`src/sv/nbf_pkg.sv`:
```
`timescale 1ns / 1ps
// Package: shared constants and controller/datapath interface types for the 3x3 filter.
package nbf_pkg;

    localparam int CFG_IDX_W  = 2;
    localparam int CFG_DATA_W = 13;
    localparam int IN_PIX_W   = 16;
    localparam int ROW_W      = 14;
    localparam int DIVISOR_W  = 5;

    localparam logic [CFG_IDX_W-1:0] CFG_MODE   = 2'd0;
    localparam logic [CFG_IDX_W-1:0] CFG_WIDTH  = 2'd1;
    localparam logic [CFG_IDX_W-1:0] CFG_HEIGHT = 2'd2;

    localparam logic [1:0] MODE_BOX   = 2'd0;
    localparam logic [1:0] MODE_GAUSS = 2'd1;
    localparam logic [1:0] MODE_FILL  = 2'd2;

    localparam logic [8:0]  WIDTH_RESET  = 9'd256;
    localparam logic [12:0] HEIGHT_RESET = 13'd156;

    typedef struct packed {
        logic accept;
        logic load;
        logic calc;
        logic div_step;
        logic finish;
    } nbf_cmd_t;

    typedef struct packed {
        logic skip;
        logic emit;
        logic div_last;
        logic out_free;
    } nbf_sts_t;

endpackage

```
`src/sv/nbf_ctrl.sv`:
```
`timescale 1ns / 1ps
// Controller state machine sequencing the filter datapath.
module nbf_ctrl (
    input  logic              aclk,
    input  logic              aresetn,
    input  logic              s_valid,
    output logic              s_ready,
    input  nbf_pkg::nbf_sts_t sts,
    output nbf_pkg::nbf_cmd_t cmd
);
    import nbf_pkg::*;

    typedef enum logic [4:0] {
        ST_IDLE   = 5'b00001,
        ST_LOAD   = 5'b00010,
        ST_CALC   = 5'b00100,
        ST_DIV    = 5'b01000,
        ST_FINISH = 5'b10000
    } state_t;

    state_t state_reg, state_next;

    assign s_ready      = (state_reg == ST_IDLE);
    assign cmd.accept   = s_valid && s_ready;
    assign cmd.load     = (state_reg == ST_LOAD);
    assign cmd.calc     = (state_reg == ST_CALC);
    assign cmd.div_step = (state_reg == ST_DIV);
    assign cmd.finish   = (state_reg == ST_FINISH) && sts.out_free;

    always_comb begin
        state_next = state_reg;
        case (state_reg)
            ST_IDLE: begin
                if (cmd.accept && !sts.skip) state_next = ST_LOAD;
            end
            ST_LOAD: begin
                state_next = sts.emit ? ST_CALC : ST_IDLE;
            end
            ST_CALC: begin
                state_next = ST_DIV;
            end
            ST_DIV: begin
                if (sts.div_last) state_next = ST_FINISH;
            end
            ST_FINISH: begin
                if (sts.out_free) state_next = ST_IDLE;
            end
            default: begin
                state_next = ST_IDLE;
            end
        endcase
    end

    always_ff @(posedge aclk) begin
        if (!aresetn) begin
            state_reg <= ST_IDLE;
        end else begin
            state_reg <= state_next;
        end
    end
endmodule

```
`config.mk`:
```
export PLATFORM = sky130hd
export DESIGN_NAME = nbf_ctrl
export DESIGN_NICKNAME = d
export VERILOG_FILES = /design/src/sv/nbf_pkg.sv /design/src/sv/nbf_ctrl.sv
export SDC_FILE = /design/constraint.sdc
export NUM_CORES = 1
export LEC_CHECK = 0
export BUFFER_PORTS_ARGS = -buffer_cell sky130_fd_sc_hd__buf_2
export CELL_PAD_IN_SITES_DETAIL_PLACEMENT = 1
export CELL_PAD_IN_SITES_GLOBAL_PLACEMENT = 1
export CORE_AREA = 2 2 39 41
export CTS_CLUSTER_SIZE = 40
export DETAILED_ROUTE_END_ITERATION = 7
export DIE_AREA = 0 0 41 43
export PLACE_DENSITY_LB_ADDON = 0.1
export SYNTH_ARGS = -nofsm -noshare
export SYNTH_HDL_FRONTEND = slang
export SYNTH_SLANG_ARGS = --single-unit
```
`constraint.sdc`:
```
create_clock -name aclk -period 2.4 [get_ports aclk]
set_clock_uncertainty 0.15 [all_clocks]
set_input_delay 0.24 -clock aclk [delete_from_list [all_inputs] [get_ports aclk]]
set_output_delay 0.24 -clock aclk [all_outputs]
set_load 0.1 [all_outputs]
```
=== Yosys cells after proc, flatten, opt, wreduce, memory -nomap -nowiden ===
Cells that the tools add are included.

* Register bits: 5
* Logic and storage cells: 19
* Bits of input ports: 7

* Multiplexer cells: 5
* Equality and inequality tests: 8
* Reduce and logical (&&, ||, !) cells: 5

{| class="wikitable"
|+ Operator list
! kind !! number
|-
| $pmux 5 s5 || 1
|-
| $mux 5 || 3
|-
| $eq 5x1->1 const B || 1
|-
| $eq 5x2->1 const B || 1
|-
| $eq 5x3->1 const B || 1
|-
| $eq 5x4->1 const B || 1
|-
| $eq 5x5->1 const B || 1
|-
| $ne 2x2->1 const B || 2
|-
| $logic_and 1x1->1 || 3
|-
| $mux 3 || 1
|-
| $reduce_and 3->1 || 1
|-
| $ne 2x1->1 const B || 1
|-
| $logic_not 1->1 || 1
|}

=== Logic depth before layout (Yosys ltp) ===
Gate-level depths: netlist of the first run.

* Depth after elaboration: 5
* Mapped depth: 4
* Depth with buffers taken out: 3

=== Least setup slack after synthesis of the first run ===
No wires, ideal clock.

* Path type: flip-flop to output port
* Start: register state_reg[3]
* End: output cmd[4] (netlist name)
* Arrival: 3.873 ns
* Buffers on the path: 1
* Setup slack: -1.863 ns
* Required time: 2.010 ns
* Cell stages (with the launch flop): 5
* Cells stage by stage: dfxtp_1 > buf_6 > or3b_4 > nor3_1 > and2_1

{| class="wikitable"
|+ RTL lines
! what !! line !! RTL
|-
| from (decl) || nbf_ctrl.sv:21 || <nowiki>state_t state_reg, state_next;</nowiki>
|-
| from (signal assigned) || nbf_ctrl.sv:58 || <nowiki>state_reg <= state_next;</nowiki>
|-
| to (decl) || nbf_ctrl.sv:9 || <nowiki>output nbf_pkg::nbf_cmd_t cmd</nowiki>
|}

==> impl_metrics.tcl, run 1 <==
set metrics [dict create \
    finalHoldViolCount 0 \
    io_pins 13 \
    grt_max_degree 10 \
    finalCriticalPeriod_ns 2.230 \
    start_util_pct 23.78 \
    p_leak_uw 0.0002213 \
    vias_per_cell 4.969 \
    largest_reg_flops 5 \
    cp_top_family "simple AND/OR/NAND/NOR gates" \
    ant_nets 0 \
    grt_pass1_vias 341 \
    drt_wl_total_um 845 \
    syn_to_final_growth_pct 31.94 \
    worstPathRequired_ns 2.01 \
    insertion_delay_ns 0.25 \
    fmax_mhz 448.5 \
    drt-initial-drc-count 2 \
    ys_seq_elements 5 \
    synth_nets 41 \
    clock-sinks 5 \
    finalNetCount 56 \
    clk_path_buf_depth 2 \
    numCtsBuffers 3 \
    slowest_stage "or3b_4" \
    syn_area_per_cell_um2 9.678 \
    drive_above_1_share_pct 43.75 \
    synthCells 34 \
    ys_types 26 \
    diodes 0 \
    dp_hpwl_um 691.5 \
    antenna_found_initial 0 \
    netlist_area_um2 329.1 \
    vias 318 \
    cts_tree "done" \
    worst_setup_path_end_kind "primary output" \
    post_drt_wl_per_cell_um 13.20 \
    worst_setup_path_start_kind "flip-flop" \
    gr-total-overflow 0 \
    yosysWarnings 0 \
    slew_headroom_pct 67.67 \
    slew_viol_final 0 \
    cts_setup_buffers 0 \
    die_x_um 41 \
    root_buffer "clkbuf_4" \
    irDropWorstVdd_mv 0.2350 \
    grt_setup_unrepaired "no" \
    core_area_mm2 0.001384 \
    finalSetupViolations 0 \
    seq_area_frac_synth_pct 30.42 \
    fin_setup_tns_ns 0 \
    rows 14 \
    arrival_ns 1.84 \
    grt_use_total_pct 13.25 \
    crit_type "flip-flop to primary output" \
    clkSlewWorstSetupHoldPaths_ns 0.04 \
    holdWs_ns 0.08092 \
    drt_pass1_iterations 4 \
    dieArea_mm2 0.001763 \
    status "complete, no violations" \
    path_max_fanout 5 \
    drc_errors 0 \
    finalCritPeriodShare_pct 92.90 \
    hold_buffers 0 \
    path_cells "or3b_4, nor3_4, and2_4, buf_2" \
    mostFrequentLayoutCell "buf_2" \
    port-buffer-count 12 \
    routabilityCongestion 0.6833 \
    die_h_um 43 \
    slowest_delay_ns 0.44 \
    power_density_mw_per_mm2 594.3 \
    fillers 175 \
    grt_pass1_wl_mm 1.435 \
    worst_pin_slew_ns 0.4882 \
    cts.repair.resized 0 \
    mostFrequentLayoutCells "12 x buf_2, 5 x dfxtp_1, 3 x nor2_1, 3 x clkbuf_4, 2 x a2bb2oi_1" \
    timing.critical_path.buf_inv 1 \
    hp-class "primary input to flip-flop" \
    drv_cap 0 \
    htreeDepth 1 \
]
-- through the flow --
step	setup WS [ns]	utilization, %	cell area, um^2	power (uW)	std cells
floorplan	-0.1104	-	342.8	145.8	34
global placement	0.4590	29.48	407.9	158.4	60
detailed placement	0.4255	29.48	407.9	159.9	60
CTS	0.1639	31.37	434.2	260.1	64
global route	0.09266	31.37	434.2	276.1	64
finish	0.1705	31.37	434.2	258.0	64
-- cell type report --
type | count | area, um^2 | share of cell area, %
clock buffer | 4 | 26.28 | 6.052
timing repair buffer | 12 | 60.06 | 13.83
inverter | 1 | 3.754 | 0.8646
tap | 16 | 20.02 | 4.611
multi-input combinational | 26 | 224.0 | 51.59
sequential | 5 | 100.1 | 23.05
-- where the power goes --
group          leakage, uW  switching [uW]  internal, uW  total (uW)
logic             0.000166            47.2          22.1        69.3
clock network    0.0000150            36.9          63.0        99.9
registers        0.0000406            2.96          85.8        88.8
-- cell usage after synthesis --
| master | number | share of area (%) |
|---|---|---|
| nand3b_1 | 1 | 2.3 |
| a21oi_1 | 1 | 1.5 |
| and4b_1 | 1 | 3.0 |
| nand4_1 | 1 | 1.9 |
| a2bb2oi_1 | 2 | 5.3 |
| o41ai_4 | 1 | 8.4 |
| o21ba_1 | 1 | 3.0 |
| dfxtp_1 | 5 | 30 |
| inv_1 | 1 | 1.1 |
| nor3_1 | 2 | 3.0 |
| and2_1 | 1 | 1.9 |
| clkbuf_1 | 1 | 1.1 |
| or4bb_1 | 1 | 3.4 |
| and3_2 | 1 | 2.3 |
| and4b_2 | 1 | 3.4 |
| xor2_1 | 1 | 2.7 |
| buf_6 | 1 | 3.4 |
| nor2b_1 | 1 | 1.9 |
| and3b_1 | 1 | 2.7 |
| or3b_4 | 1 | 3.4 |
| nor4_1 | 1 | 1.9 |
| and3_1 | 1 | 1.9 |
| nor2_1 | 3 | 3.4 |
| nor3b_1 | 1 | 2.3 |
| nand2_1 | 1 | 1.1 |
| a221o_1 | 1 | 3.0 |
-- per-layer routing --
layer | GRT usage [%] | wire, um | vias up | part of all wire [%]
met1 | 14.15 | 326 | 140 | 39
li1 | - | - | 159 | -
met5 | 0 | 0 | - | 0
met4 | 14.00 | 46 | 0 | 5.4
met3 | 4.712 | 51 | 5 | 6.0
met2 | 18.13 | 420 | 14 | 50
-- cells by family after synthesis --
family	after synthesis	share of synthesized area, %
and+or+nand+nor	19	39.93
buffers and inverters	3	5.701
DFF	5	30.42
xor gates and xnor gates	1	2.662
AOI/OAI and AO/OA	6	21.29
-- final timing paths --
kind / start / to / slack (ns) / cells after the start
setup / recovery: state_reg[0] / cmd[4] / 0.17 / 4
hold reg to reg: state_reg[1] / state_reg[2] / 0.41 / 2
setup reg to reg: state_reg[0] / state_reg[3] / 0.73 / 3
hold / removal: sts[2] / state_reg[2] / 0.08 / 3
-- worst min-delay path, cell delays in order --
cell and delay (ns):
buf_2 0.10, inv_1 0.04, nor4_1 0.04
No activity file was read; power rests on OpenSTA's default activity.
==> run 2, diff against run 1 <==
--- a/config.mk
+++ b/config.mk
@@ -13,6 +13,7 @@
 export DETAILED_ROUTE_END_ITERATION = 7
 export DIE_AREA = 0 0 41 43
 export PLACE_DENSITY_LB_ADDON = 0.1
+export REMOVE_ABC_BUFFERS = 1
 export SYNTH_ARGS = -nofsm -noshare
 export SYNTH_HDL_FRONTEND = slang
 export SYNTH_SLANG_ARGS = --single-unit
==> run 2 against run 1 <==
Effect of this change: final area shrank 3.2%; register-to-register slack hardly changed; worst setup slack lost 0.017 ns; flip-flop and latch count did not move; hold slack gained 0.0095 ns; clock-buffer cell count unchanged; critical path depth did not move; clock power is 2.8% lower; combinational power shrank 7.8%; sequential share of layout area up 0.75 points; critical path type unchanged; critical endpoint unchanged.
==> impl_metrics.tcl, run 2 (synthesized netlist as in run 1, its figures left out) <==
set metrics [dict create \
    largest_reg_flops 5 \
    timing.final.ws_setup_ns 0.1538 \
    dp.cells 60 \
    irDropWorstVdd_mv 0.1792 \
    ant_nets 0 \
    drt_pass1_iterations 4 \
    root_buffer "clkbuf_4" \
    core_area_mm2 0.001384 \
    syn_to_final_growth_pct 27.76 \
    die_x_um 41 \
    worst_setup_path_start_kind "flip-flop" \
    routabilityCongestion 0.6841 \
    grt_pass1_wl_mm 1.366 \
    grt_setup_unrepaired "no" \
    finalHoldViolCount 0 \
    rows 14 \
    port-buffer-count 12 \
    die_h_um 43 \
    cts_setup_buffers 0 \
    drive_above_1_share_pct 39.58 \
    start_util_pct 23.78 \
    drc_errors 0 \
    cts_tree "done" \
    vias 318 \
    fmax_mhz 445.2 \
    timing.critical_path.buf_inv 1 \
    grt_pass1_vias 322 \
    post-place-ws_ns 0.4038 \
    diodes 0 \
    holdWs_ns 0.09038 \
    clk_path_buf_depth 2 \
    slew_headroom_pct 67.85 \
    path_cells "or3b_4, nor3_1, and2_1, buf_2" \
    min_from "sts[2]" \
    drt_wl_total_um 790 \
    drv_cap 0 \
    worstPathRequired_ns 2.01 \
    worst_pin_slew_ns 0.4857 \
    mostFrequentLayoutCells "12 x buf_2, 5 x dfxtp_1, 3 x nor2_1, 3 x clkbuf_4" \
    path_depth 4 \
    hold_buffers 0 \
    dieArea_mm2 0.001763 \
    arrival_ns 1.86 \
    gr-total-overflow 0 \
    fin_cells 64 \
    htreeDepth 1 \
    grt_max_degree 10 \
    r2r-end "state_reg[3]" \
    p_leak_uw 0.0002154 \
    finalNetCount 56 \
    cts.repair.resized 0 \
    numCtsBuffers 3 \
    grt_use_total_pct 11.26 \
    crit_type "flip-flop to primary output" \
    finalCriticalPeriod_ns 2.246 \
    endpoint "cmd[4]" \
    drt-initial-drc-count 4 \
    vias_per_cell 4.969 \
    mostFrequentLayoutCell "buf_2" \
    hp-class "primary input to flip-flop" \
    worst-r2r-cell-count 3 \
    io_pins 13 \
    reg2reg_slack_ns 0.72 \
    finalSetupViolations 0 \
    cp-startpoint "state_reg[3]" \
    power_density_mw_per_mm2 594.4 \
    insertion_delay_ns 0.24 \
    hold_depth 3 \
    slowest_stage "or3b_4" \
    clock-sinks 5 \
    antenna_found_initial 0 \
    status "complete, no violations" \
    dp_hpwl_um 632.2 \
    finalCritPeriodShare_pct 93.59 \
    r2r-start "state_reg[3]" \
    slowest_delay_ns 0.44 \
    worst_setup_path_end_kind "primary output" \
    clkSlewWorstSetupHoldPaths_ns 0.04 \
    cp_top_family "simple AND/OR/NAND/NOR gates" \
    slew_viol_final 0 \
    total_power_uw 249.9 \
    path_max_fanout 9 \
    post_drt_wl_per_cell_um 12.34 \
]
run 2: cell counts in the layout (fill, tap and decap cells not counted):
Identical to the previous run, type by type.
run 2: area by class of cell:
| class | instances | area, um^2 |
|---|---|---|
| Timing Repair Buffer | 12 | 60.06 |
| Multi-Input combinational cell | 26 | 210.2 |
| Inverter | 1 | 3.754 |
| Tap cell | 16 | 20.02 |
| Clock buffer | 4 | 26.28 |
| Sequential cell | 5 | 100.1 |
| Fill cell | 175 | 963.4 |
run 2: report_power, final:
part | internal (uW) | total [uW] | switching (uW)
clock | 62.8 | 97.1 | 34.3
combinational | 19.0 | 63.9 | 45.0
sequential | 85.8 | 88.9 | 3.05
total | 168 | 250 | 82.3
run 2: routing by layer:
metal | up-vias | track usage (%) | wire [um] | share of wire [%]
met2 | 6 | 16.88 | 412 | 52
met5 | - | 0 | 0 | 0
met4 | 0 | 6.000 | 0 | 0
li1 | 159 | - | - | -
met3 | 0 | 3.141 | 24 | 3.0
met1 | 153 | 13.87 | 354 | 45
run 2: worst min-delay path, stage by stage:
cell and delay (ns):
buf_2 0.10, inv_1 0.05, nor4_1 0.04
run 2: worst min-delay path by stage:
stage / to / slack (ns)
after floorplan: state_reg[2] / 0.21
after CTS: state_reg[2] / 0.08
after detailed placement: state_reg[2] / 0.34
after global placement: state_reg[2] / 0.33
after global routing: state_reg[2] / 0.08
final: state_reg[2] / 0.09
run 2: through the flow:
stage / util [%] / area, um^2 / setup TNS, ns
floorplan: - / 314.1 / -3.716
global placement: 28.48 / 394.1 / 0
detailed placement: 28.48 / 394.1 / 0
CTS: 30.38 / 420.4 / 0
global route: 30.38 / 420.4 / 0
finish: 30.38 / 420.4 / 0
